===== config.mk =====
export PLATFORM = sky130hd
export DESIGN_NAME = timestamped_note_delay_queue
export DESIGN_NICKNAME = d
export VERILOG_FILES = /design/src/hw/rtl/tndq_pkg.sv /design/src/hw/rtl/timestamped_note_delay_queue.sv /design/src/hw/rtl/tndq_ram.sv /design/src/hw/rtl/tndq_ctrl.sv
export SDC_FILE = /design/constraint.sdc
export NUM_CORES = 2
export LEC_CHECK = 0
export BUFFER_PORTS_ARGS = -buffer_cell sky130_fd_sc_hd__buf_2
export CAP_MARGIN = 10
export CORE_MARGIN = 4
export CORE_UTILIZATION = 54
export DETAILED_ROUTE_END_ITERATION = 6
export PLACE_DENSITY = 0.79
export SYNTH_ARGS = -nofsm -noshare
export SYNTH_HDL_FRONTEND = slang
export SYNTH_HIERARCHICAL = 1
export SYNTH_SLANG_ARGS = --single-unit

===== constraint.sdc =====
create_clock -name clk_i -period 6.5 [get_ports clk_i]
set_input_delay 0.975 -clock clk_i [delete_from_list [all_inputs] [get_ports clk_i]]
set_output_delay 0.975 -clock clk_i [all_outputs]
set_load 0.05 [all_outputs]

===== src/hw/rtl/tndq_pkg.sv =====
// Package for the timestamped note delay queue.
// Holds the stored note format, configuration bundle, register indexes and FSM states.
// No dependencies.
package tndq_pkg;

  localparam int unsigned PitchW   = 7;
  localparam int unsigned VelW     = 7;
  localparam int unsigned TimeW    = 32;
  localparam int unsigned CfgIdxW  = 2;
  localparam int unsigned CfgDataW = 32;

  // Configuration register indexes.
  localparam logic [CfgIdxW-1:0] RegEnabled = 2'd0;
  localparam logic [CfgIdxW-1:0] RegDelay   = 2'd1;

  // Input item kinds.
  localparam logic ActNote = 1'b0;
  localparam logic ActTick = 1'b1;

  typedef struct packed {
    logic [PitchW-1:0] pitch;
    logic [VelW-1:0]   velocity;
    logic [TimeW-1:0]  rel_time;
  } entry_t;

  typedef struct packed {
    logic             enabled;
    logic [TimeW-1:0] delay;
    logic             clear;
  } cfg_t;

  typedef enum logic [1:0] {
    StIdle,
    StCheck,
    StFlush
  } state_e;

endpackage


===== src/hw/rtl/timestamped_note_delay_queue.sv =====
// Timestamped note delay queue: delays note transactions by a configured time.
// Input channel takes notes (action 0) and ticks (action 1) under valid/stall.
// With the queue enabled a note is stored with its release time (timestamp plus
// delay, saturating) and gives no result; a note that finds the ring full is dropped.
// With the queue disabled a note comes straight out as one result flagged last.
// A tick releases, oldest first, every stored note due at or before its time and
// stops at the first note not yet due; the final released note is flagged last.
// Flow: a note to store is taken while idle; a pass-through note leaves via the flush
// state. A tick starts the walk, which releases one note per cycle while results are
// taken, set by the single read port of the note memory, then hands out the last one.
// Results sit in an output register; while the receiver stalls, the walk holds.
// Input stall is high while a tick or pass-through is in progress.
// Configuration channel (valid/ready, always ready): index 0 enable (any write
// empties the queue), index 1 delay. The user must write only while idle;
// the block does not enforce this. Reset: queue empty, enable 1, delay 0. The note
// memory needs no clearing pass. Depends on tndq_pkg, tndq_ctrl and tndq_ram.
module timestamped_note_delay_queue
  import tndq_pkg::*;
#(
  parameter int unsigned QUEUE_DEPTH = 32
) (
  input  logic                clk_i,
  input  logic                rst_ni,
  input  logic                in_valid_i,
  output logic                in_stall_o,
  input  logic                action_i,
  input  logic [TimeW-1:0]    event_time_i,
  input  logic [PitchW-1:0]   pitch_i,
  input  logic [VelW-1:0]     velocity_i,
  output logic                out_valid_o,
  input  logic                out_stall_i,
  output logic [PitchW-1:0]   out_pitch_o,
  output logic [VelW-1:0]     out_velocity_o,
  output logic [TimeW-1:0]    out_time_o,
  output logic                last_o,
  input  logic                cfg_valid_i,
  output logic                cfg_ready_o,
  input  logic [CfgIdxW-1:0]  cfg_index_i,
  input  logic [CfgDataW-1:0] cfg_data_i
);

  localparam int unsigned PtrW = $clog2(QUEUE_DEPTH);

  logic             enabled_q, enabled_d;
  logic [TimeW-1:0] delay_q, delay_d;
  logic             cfg_write;
  cfg_t             cfg;

  logic             ram_we;
  logic [PtrW-1:0]  ram_waddr;
  entry_t           ram_wdata;
  logic             ram_re;
  logic [PtrW-1:0]  ram_raddr;
  entry_t           ram_rdata;
  entry_t           out_entry;

  assign cfg_ready_o = 1'b1;
  assign cfg_write   = cfg_valid_i && cfg_ready_o;

  always_comb begin
    enabled_d = enabled_q;
    delay_d   = delay_q;
    if (cfg_write) begin
      if (cfg_index_i == RegEnabled) begin
        enabled_d = cfg_data_i[0];
      end else if (cfg_index_i == RegDelay) begin
        delay_d = cfg_data_i[TimeW-1:0];
      end
    end
  end

  always_ff @(posedge clk_i or negedge rst_ni) begin
    if (!rst_ni) begin
      enabled_q <= 1'b1;
      delay_q   <= '0;
    end else begin
      enabled_q <= enabled_d;
      delay_q   <= delay_d;
    end
  end

  assign cfg.enabled = enabled_q;
  assign cfg.delay   = delay_q;
  assign cfg.clear   = cfg_write && (cfg_index_i == RegEnabled);

  tndq_ctrl #(
    .QueueDepth(QUEUE_DEPTH)
  ) u_ctrl (
    .clk_i       (clk_i),
    .rst_ni      (rst_ni),
    .cfg_i       (cfg),
    .in_valid_i  (in_valid_i),
    .in_stall_o  (in_stall_o),
    .action_i    (action_i),
    .event_time_i(event_time_i),
    .pitch_i     (pitch_i),
    .velocity_i  (velocity_i),
    .out_valid_o (out_valid_o),
    .out_stall_i (out_stall_i),
    .out_entry_o (out_entry),
    .out_last_o  (last_o),
    .ram_we_o    (ram_we),
    .ram_waddr_o (ram_waddr),
    .ram_wdata_o (ram_wdata),
    .ram_re_o    (ram_re),
    .ram_raddr_o (ram_raddr),
    .ram_rdata_i (ram_rdata)
  );

  tndq_ram #(
    .Width($bits(entry_t)),
    .Depth(QUEUE_DEPTH)
  ) u_store (
    .clk_i  (clk_i),
    .we_i   (ram_we),
    .waddr_i(ram_waddr),
    .wdata_i(ram_wdata),
    .re_i   (ram_re),
    .raddr_i(ram_raddr),
    .rdata_o(ram_rdata)
  );

  assign out_pitch_o    = out_entry.pitch;
  assign out_velocity_o = out_entry.velocity;
  assign out_time_o     = out_entry.rel_time;

  // A note is written to the store only in the cycle it is accepted.
  a_write_on_accept: assert property (@(posedge clk_i) disable iff (!rst_ni)
    ram_we |-> (in_valid_i && !in_stall_o))
    else $error("note store written outside a note transaction");

  // The store is never read and written in the same cycle.
  a_rw_exclusive: assert property (@(posedge clk_i) disable iff (!rst_ni)
    !(ram_we && ram_re))
    else $error("note store read and written together");

  // Within a multi-result burst the input side stays blocked.
  a_burst_blocks_input: assert property (@(posedge clk_i) disable iff (!rst_ni)
    (out_valid_o && !last_o) |-> in_stall_o)
    else $error("input accepted during a release burst");

  // A taken non-final result is followed by the next one in the next cycle.
  a_burst_continues: assert property (@(posedge clk_i) disable iff (!rst_ni)
    (out_valid_o && !out_stall_i && !last_o) |=> out_valid_o)
    else $error("release burst broke off before its final result");

endmodule


===== src/hw/rtl/tndq_ram.sv =====
// Generic single-write, single-read RAM with registered read data.
// Used for the note store of the delay queue. No dependencies.
module tndq_ram #(
  parameter int unsigned Width = 46,
  parameter int unsigned Depth = 32
) (
  input  logic                     clk_i,
  input  logic                     we_i,
  input  logic [$clog2(Depth)-1:0] waddr_i,
  input  logic [Width-1:0]         wdata_i,
  input  logic                     re_i,
  input  logic [$clog2(Depth)-1:0] raddr_i,
  output logic [Width-1:0]         rdata_o
);

  logic [Width-1:0] mem [Depth];
  logic [Width-1:0] rdata_q;

  always_ff @(posedge clk_i) begin
    if (we_i) begin
      mem[waddr_i] <= wdata_i;
    end
    if (re_i) begin
      rdata_q <= mem[raddr_i];
    end
  end

  assign rdata_o = rdata_q;

endmodule


===== src/hw/rtl/tndq_ctrl.sv =====
// Queue controller: ring pointers, note insertion, tick release walk and output register.
// Depends on tndq_pkg; drives the ports of one tndq_ram instance.
module tndq_ctrl
  import tndq_pkg::*;
#(
  parameter int unsigned QueueDepth = 32
) (
  input  logic                          clk_i,
  input  logic                          rst_ni,
  input  cfg_t                          cfg_i,
  input  logic                          in_valid_i,
  output logic                          in_stall_o,
  input  logic                          action_i,
  input  logic [TimeW-1:0]              event_time_i,
  input  logic [PitchW-1:0]             pitch_i,
  input  logic [VelW-1:0]               velocity_i,
  output logic                          out_valid_o,
  input  logic                          out_stall_i,
  output entry_t                        out_entry_o,
  output logic                          out_last_o,
  output logic                          ram_we_o,
  output logic [$clog2(QueueDepth)-1:0] ram_waddr_o,
  output entry_t                        ram_wdata_o,
  output logic                          ram_re_o,
  output logic [$clog2(QueueDepth)-1:0] ram_raddr_o,
  input  entry_t                        ram_rdata_i
);

  localparam int unsigned PtrW = $clog2(QueueDepth);

  function automatic logic [PtrW-1:0] ptr_inc(input logic [PtrW-1:0] p);
    logic [PtrW-1:0] r;
    if (p == PtrW'(QueueDepth - 1)) begin
      r = '0;
    end else begin
      r = p + 1'b1;
    end
    return r;
  endfunction

  state_e           state_q, state_d;
  logic [PtrW-1:0]  wp_q, wp_d, rp_q, rp_d;
  logic [TimeW-1:0] tick_q, tick_d;
  entry_t           pend_q, pend_d;
  logic             have_pend_q, have_pend_d;
  logic             out_valid_q, out_valid_d;
  entry_t           out_q, out_d;
  logic             out_last_q, out_last_d;

  logic             accept;
  logic             out_free;
  logic             due;
  logic             queue_full;
  logic             advance;
  logic [TimeW:0]   sum;
  logic [TimeW-1:0] rel_time;
  logic [PtrW-1:0]  rp_inc;

  assign in_stall_o = (state_q != StIdle);
  assign accept     = in_valid_i && (state_q == StIdle);
  assign out_free   = !out_valid_q || !out_stall_i;
  assign due        = (ram_rdata_i.rel_time <= tick_q);
  assign queue_full = (ptr_inc(wp_q) == rp_q);
  assign rp_inc     = ptr_inc(rp_q);
  // The walk may act only when a pending released note can be handed on.
  assign advance    = !have_pend_q || out_free;

  // Release time saturates at the largest time value.
  assign sum      = {1'b0, event_time_i} + {1'b0, cfg_i.delay};
  assign rel_time = sum[TimeW] ? '1 : sum[TimeW-1:0];

  always_comb begin
    state_d = state_q;
    unique case (state_q)
      StIdle: begin
        if (accept) begin
          if (action_i == ActNote) begin
            if (!cfg_i.enabled) begin
              state_d = StFlush;
            end
          end else if (rp_q != wp_q) begin
            state_d = StCheck;
          end
        end
      end
      StCheck: begin
        if (advance) begin
          if (due) begin
            state_d = (rp_inc != wp_q) ? StCheck : StFlush;
          end else begin
            state_d = StIdle;
          end
        end
      end
      StFlush: begin
        if (out_free) begin
          state_d = StIdle;
        end
      end
      default: state_d = StIdle;
    endcase
  end

  always_comb begin
    wp_d        = wp_q;
    rp_d        = rp_q;
    tick_d      = tick_q;
    pend_d      = pend_q;
    have_pend_d = have_pend_q;
    out_valid_d = out_valid_q && out_stall_i;
    out_d       = out_q;
    out_last_d  = out_last_q;
    ram_we_o    = 1'b0;
    ram_re_o    = 1'b0;
    ram_wdata_o = '{pitch: pitch_i, velocity: velocity_i, rel_time: rel_time};

    unique case (state_q)
      StIdle: begin
        have_pend_d = 1'b0;
        if (accept) begin
          if (action_i == ActNote) begin
            if (!cfg_i.enabled) begin
              pend_d = '{pitch: pitch_i, velocity: velocity_i, rel_time: event_time_i};
            end else if (!queue_full) begin
              ram_we_o = 1'b1;
              wp_d     = ptr_inc(wp_q);
            end
          end else begin
            tick_d   = event_time_i;
            ram_re_o = (rp_q != wp_q);
          end
        end
      end
      StCheck: begin
        if (advance) begin
          // The note held back is the last one when the entry behind it is not due.
          if (have_pend_q) begin
            out_valid_d = 1'b1;
            out_d       = pend_q;
            out_last_d  = !due;
          end
          have_pend_d = due;
          if (due) begin
            pend_d   = ram_rdata_i;
            rp_d     = rp_inc;
            ram_re_o = (rp_inc != wp_q);
          end
        end
      end
      StFlush: begin
        if (out_free) begin
          out_valid_d = 1'b1;
          out_d       = pend_q;
          out_last_d  = 1'b1;
          have_pend_d = 1'b0;
        end
      end
      default: begin
        have_pend_d = 1'b0;
      end
    endcase

    if (cfg_i.clear) begin
      wp_d = '0;
      rp_d = '0;
    end
  end

  assign ram_waddr_o = wp_q;
  assign ram_raddr_o = rp_d;

  always_ff @(posedge clk_i or negedge rst_ni) begin
    if (!rst_ni) begin
      state_q     <= StIdle;
      wp_q        <= '0;
      rp_q        <= '0;
      have_pend_q <= 1'b0;
      out_valid_q <= 1'b0;
    end else begin
      state_q     <= state_d;
      wp_q        <= wp_d;
      rp_q        <= rp_d;
      have_pend_q <= have_pend_d;
      out_valid_q <= out_valid_d;
    end
  end

  always_ff @(posedge clk_i) begin
    tick_q     <= tick_d;
    pend_q     <= pend_d;
    out_q      <= out_d;
    out_last_q <= out_last_d;
  end

  assign out_valid_o = out_valid_q;
  assign out_entry_o = out_q;
  assign out_last_o  = out_last_q;

endmodule

After elaboration in Yosys (flattened, before gate mapping)
Memory sizes are Yosys's and may differ from the RTL's. A register that Yosys moved wholly into a read port is not among the register bits.
Index checks and enable logic that the tools add are counted.
{"block": "classes", "muxes": 55, "n_reduce_logical": 25, "n_addsub": 3, "order_cmp": 1, "n_eq_ne": 19, "n_bitwise": 1}
{"cell": "$mux W46", "n": 8}
{"cell": "$pmux W46 S2", "n": 2}
{"cell": "$mux W5", "n": 12}
{"cell": "$add A32 B32 Y33", "n": 1}
{"cell": "$le A32 B32 Y1", "n": 1}
{"cell": "$mux W32", "n": 1}
{"cell": "$mux W1", "n": 19}
{"cell": "$mux W2", "n": 8}
{"cell": "$ne A2 B1 Y1 const B", "n": 6}
{"cell": "$reduce_bool A2 Y1", "n": 6}
{"cell": "$add A5 B1 Y5 const B", "n": 2}
{"cell": "$eq A5 B5 Y1 const B", "n": 2}
{"cell": "$ne A5 B5 Y1", "n": 2}
{"cell": "$reduce_and A5 Y1", "n": 2}
{"cell": "$pmux W1 S2", "n": 4}
{"cell": "$ne A2 B2 Y1 const B", "n": 3}
{"cell": "$ne A3 B3 Y1 const B", "n": 2}
{"cell": "$pmux W2 S3", "n": 1}
{"cell": "$reduce_and A3 Y1", "n": 2}
{"cell": "$reduce_and A6 Y1", "n": 1}
{"cell": "$eq A5 B5 Y1", "n": 1}
{"cell": "$eq A2 B1 Y1 const B", "n": 2}
{"cell": "$logic_not A1 Y1", "n": 4}
{"cell": "$logic_not A2 Y1", "n": 2}
{"cell": "6 further kinds", "n": 10}
{"block": "totals", "n_memories": 1, "mem_bits_rw": 1472, "ff_bits": 172, "output_inout_bits": 50, "word_cells": 120, "in_bits": 86}
{"name": "u_store.mem", "words": 32, "word_bits": 46, "read_ports": 1, "rd_ports_with_merged_regs": 1, "wr": 1, "line_no": "tndq_ram.sv:16", "source": "logic [Width-1:0] mem [Depth];"}

Logic depth before layout (Yosys ltp)
{"block": "depth", "ltp_word": 10, "depth_mapped": 19, "depth_no_buf": 16}

By module
Netlist, hierarchy kept.
{"mod": "tndq_ram", "cells_per_inst": 3226, "seq_area_each_um2": 45583.7, "instances": 1, "area_per_inst_um2": 58667.5}
{"mod": "tndq_ctrl", "cells_per_inst": 696, "seq_area_each_um2": 4103.9, "instances": 1, "area_per_inst_um2": 8325.5}
{"mod": "timestamped_note_delay_queue", "cells_per_inst": 73, "seq_area_each_um2": 827.0, "instances": 1, "area_per_inst_um2": 1271.2}

Worst setup path after synthesis
Ideal clock, no wire load.
{"block": "synth_path", "kind": "flip-flop to flip-flop", "from": "reg u_store.rdata_q[25] (netlist: u_store/rdata_o[25]), read port of u_store.mem", "to": "reg u_ctrl/pend_q[0] in the netlist's numbering (enable)", "t_arrival_ns": 5.442, "path_stages_with_launch": 10, "slack_ns": 0.539, "n_path_buf": 0, "required_ns": 5.981, "setup_time_ns": 0.519, "period_less_slack_ns": 5.961, "cell_sequence": "edfxtp_1 -> ha_1 -> a21o_1 -> a21o_1 -> a21oi_1 -> o21ai_1 -> a2111oi_4 -> o2111ai_1 -> and2_1 -> a211oi_1"}
{"block": "synth_via", "elab_chain_cells": 3}
{"element": "from (decl)", "line_no": "tndq_ram.sv:17", "source": "logic [Width-1:0] rdata_q;"}
{"element": "$le A32 B32 Y1", "line_no": "tndq_ctrl.sv:62", "source": "assign due = (ram_rdata_i.rel_time <= tick_q);"}
{"element": "$ne A2 B1 Y1 (no line)"}
{"element": "$reduce_and A6 Y1 (no line)"}
{"element": "to (signal assigned)", "line_no": "tndq_ctrl.sv:190", "source": "pend_q <= pend_d;"}
{"element": "to (decl)", "line_no": "tndq_ctrl.sv:44", "source": "entry_t pend_q, pend_d;"}
Every way passes these cells.
A chain may end at the register's enable or synchronous reset.

Worst setup path in the final report
{"block": "layout_path", "from": "reg u_store.rdata_q[17] (netlist: u_store/rdata_o[17]), read port of u_store.mem", "to": "reg u_store.rdata_q[14] (netlist: u_store/rdata_o[14]), read port of u_store.mem (data pin)"}
{"block": "layout_via", "elab_chain_cells": 5, "word_cells_on_any_way": 8, "classes_between": "order compare: 1; mux: 7"}
{"element": "$le A32 B32 Y1", "line_no": "tndq_ctrl.sv:62"}
{"element": "$mux W5", "line_no": "tndq_ctrl.sv:143", "source": "if (due) begin"}
{"element": "$mux W5", "line_no": "tndq_ctrl.sv:135", "source": "if (advance) begin"}
{"element": "$mux W5", "line_no": "tndq_ctrl.sv:117", "source": "unique case (state_q)"}
{"element": "$mux W5", "line_no": "tndq_ctrl.sv:163", "source": "if (cfg_i.clear) begin"}
{"element": "via ram_raddr[1]", "line_no": "timestamped_note_delay_queue.sv:53", "source": "logic [PtrW-1:0] ram_raddr;"}
The timed path passes the listed nets, and every way through them passes these cells.

==> results_dict.tcl <==
set metrics [dict create \
    ys_ff_latch 1690 \
    drc 0 \
    via_per_inst 6.41 \
    final_common_cell "edfxtp_1" \
    dpl.hpwl_mm 88.7 \
    clockBufferDepth 3 \
    pwr-share-seq_pct 41.5 \
    setup_violations 0 \
    area_growth_pct 11.5 \
    layout_min_cycle_time_ns 5.34 \
    grt_pass1_vias 37200 \
    synth.area.top_cells "edfxtp_1 72%, mux2i_1 11%, dfrtp_1 1.7%" \
    grt_max_degree 128 \
    outcome "complete, no violations" \
    max_freq_ghz 0.187 \
    slowest_delay_ns 0.70 \
    end_kind "flop" \
    root_buffer "clkbuf_16" \
    synth_top_cell_area_share_pct 72.3 \
    clkTransAtPathRegs_ns 0.06 \
    drv_cap 0 \
    postRouteAntennaNets 0 \
    ctsResizeCount 0 \
    initial_core_util_pct 54.4 \
    die_w_um 364 \
    yosysWarnings 6 \
    cp.arrival_ns 5.75 \
    dieArea_um2 132000 \
    wire_per_inst_um 29.3 \
    slew_headroom_pct 18.8 \
    synth_cell_types 81 \
    pwr-share-comb_pct 31.9 \
    clock_latency_ns 0.79 \
    drive_above_1_share_pct 14.6 \
    internal_power_mw 22.8 \
    layout_common_cells "1643 x edfxtp_1, 744 x mux2i_1, 174 x a21oi_1, 162 x nand2_1, 161 x clkbuf_16" \
    die_y_um 364 \
    cts.sinks 1690 \
    rsz0062_at_grt "no" \
    postCtsSetupBuffers 0 \
    powerDensity_nw_per_um2 447 \
    hold_class "in2async" \
    slew_viol_final 0 \
    fin_nets 4321 \
    gp_congestion 0.869 \
    path_class "reg2reg" \
    tns_ns 0 \
    num_rows 130 \
    port_buffers 134 \
    crit_chain "ha_1 -> a21o_1 -> a21o_1 -> a21oi_1 -> nor2_1 -> a2111oi_4 -> o2111ai_1 -> a21oi_4 -> mux2i_1 -> nor2_1 -> and2_4 -> buf_12 -> a22o_1 -> nor3_1 -> a31oi_1 -> nand3_1" \
    slowest_stage "and2_4" \
    grt_use_total_pct 26.0 \
    worstPathRequired_ns 6.90 \
    vdd_drop_max_mv 0.534 \
    skew_ns 0.0310 \
    cts-hold-fix-buffers 0 \
    hold_violations 0 \
    synthFlopType "edfxtp_1" \
    r2r_cells 16 \
    swShare_pct 33.0 \
    tightest_slew_ns 1.22 \
    leakagePower_nw 25.6 \
    synth.yosys.seq_area_share_pct 74.0 \
    grt_pass1_wl_mm 250 \
    syn_area_um2 68300 \
    tritoncts "done" \
    synth_nets 4153 \
    finalInstanceArea_um2 76100 \
    synth_edf_count 1643 \
    period_share_pct 82.2 \
    vias 38100 \
    power.share.clock_pct 26.6 \
    routed_wl_mm 174 \
    core_um2 126000 \
    cts_max_level 4 \
    cp_max_fo 47 \
    start_kind "flop" \
    synth_cells 3995 \
    async_flop_share_pct 2.78 \
    dr.pass1.iters 6 \
    cts_made_buffers 157 \
    antenna_found_initial 7 \
    io_pins 136 \
    grt_overflow 0 \
    drtIter0Drc 5052 \
    synth.avg_cell_area_um2 17.1 \
    dpl_cell_area_um2 71000 \
    power.switching_mw 11.2 \
    yosys.area.top_type "edfxtp_1" \
]
-- power by group through the flow --
stage | clock network [mW] | logic, mW | registers, mW
after global routing | 9.62 | 11.4 | 14.2
after detailed placement | 0 | 10.6 | 14.3
after floorplan | 0 | 7.85 | 14.5
after CTS | 9.14 | 10.7 | 14.1
final | 9.04 | 10.8 | 14.1
after global placement | 0 | 10.3 | 14.3
-- area by class of cell --
cell class	instances	area (um^2)
Timing Repair Buffer	232	1850
Clock buffer	199	4210
Fill cell	8626	49500
Inverter	52	195
Clock inverter	85	837
Multi-Input combinational cell	2030	16400
Antenna cell	3	7.51
Sequential cell	1690	50500
Tap cell	1650	2060
-- critical path: cells and delay by family (launching register included) --
family	cells	cell delay, ns
AO/OA/AOI/OAI	8	1.98
AND/OR/NAND/NOR	5	1.50
adder cells (fa/ha/maj)	1	0.37
multiplexers	1	0.13
buffers and inverters	1	0.36
flip-flops	1	0.48
-- stage by stage --
stage | util, % | hold slack, ns | instances | power [mW] | worst slack, ns
3_3_place_gp | 56.5 | 0.400 | 5651 | 24.6 | 1.44
3_5_place_dp | 56.5 | 0.405 | 5651 | 24.9 | 1.33
2_1_floorplan | - | 0.400 | 3995 | 22.3 | 0.539
5_1_grt | 60.6 | 0.357 | 5940 | 35.2 | 0.968
4_1_cts | 60.6 | 0.300 | 5935 | 33.9 | 1.28
6_report | 60.6 | 0.319 | 5941 | 34.0 | 1.16
-- layer usage --
layer  track usage, %  share of wire, %  vias up  routed length (um)
met4             10.5               4.2        2                7320
met3             5.86                12      484               20800
met5                0            0.0075        -                  13
met1             34.5                36    19100               63400
li1                 -                 -    16000                   -
met2             41.9                47     2501               82500
-- path summary, 6_finish.rpt --
path / startpoint / to / slack [ns]
worst max-delay path: u_store/rdata_o[17] / u_store/rdata_o[14] / 1.16
worst min register to register: u_ctrl/pend_q[14] / u_ctrl/out_entry_o[14] / 0.42
worst max register to register: u_store/rdata_o[17] / u_store/rdata_o[14] / 1.16
min in group clk_i: event_time_i[0] / u_ctrl/tick_q[0] / 0.41
worst min-delay path: rst_ni / u_ctrl/have_pend_q / 0.32
max in group asynchronous: rst_ni / delay_q[18] / 5.70
-- synth_stat cells, types with 40 or more instances --
cell type and count:
edfxtp_1 1643, a22oi_1 139, dfrtp_1 46, mux2_2 77, clkbuf_1 71, buf_2 40, ha_1 71, a21oi_1 175
buf_4 66, nor2_1 68, nor3_1 53, inv_1 52, a31oi_1 47, nand3_1 151, nand2_1 163, a22o_1 92
mux2i_1 744
-- sequential cells by signal, summed over array words and instances, names as in the netlist, 5 cells and up --
register and cells:
delay_q 32, u_ctrl/out_entry_o 46, u_ctrl/pend_q 46, u_ctrl/ram_waddr_o 5, u_ctrl/rp_q 5, u_ctrl/tick_q 32
u_store/mem 1472, u_store/rdata_o 46
-- logic make-up (layout without fill, tap and decap cells) --
family / after synthesis / count (layout) / share of synthesized area [%]
simple gates: 531 / 531 / 3.78
mux: 823 / 823 / 12.2
xor+xnor: 41 / 41 / 0.526
buf+inv: 275 / 568 / 2.43
flops: 1690 / 1690 / 74.0
fa+ha+maj: 72 / 72 / 1.33
other cells: 1 / 4 / 0.00549
compound gates: 562 / 562 / 5.72
No activity file was read; power rests on OpenSTA's default activity.
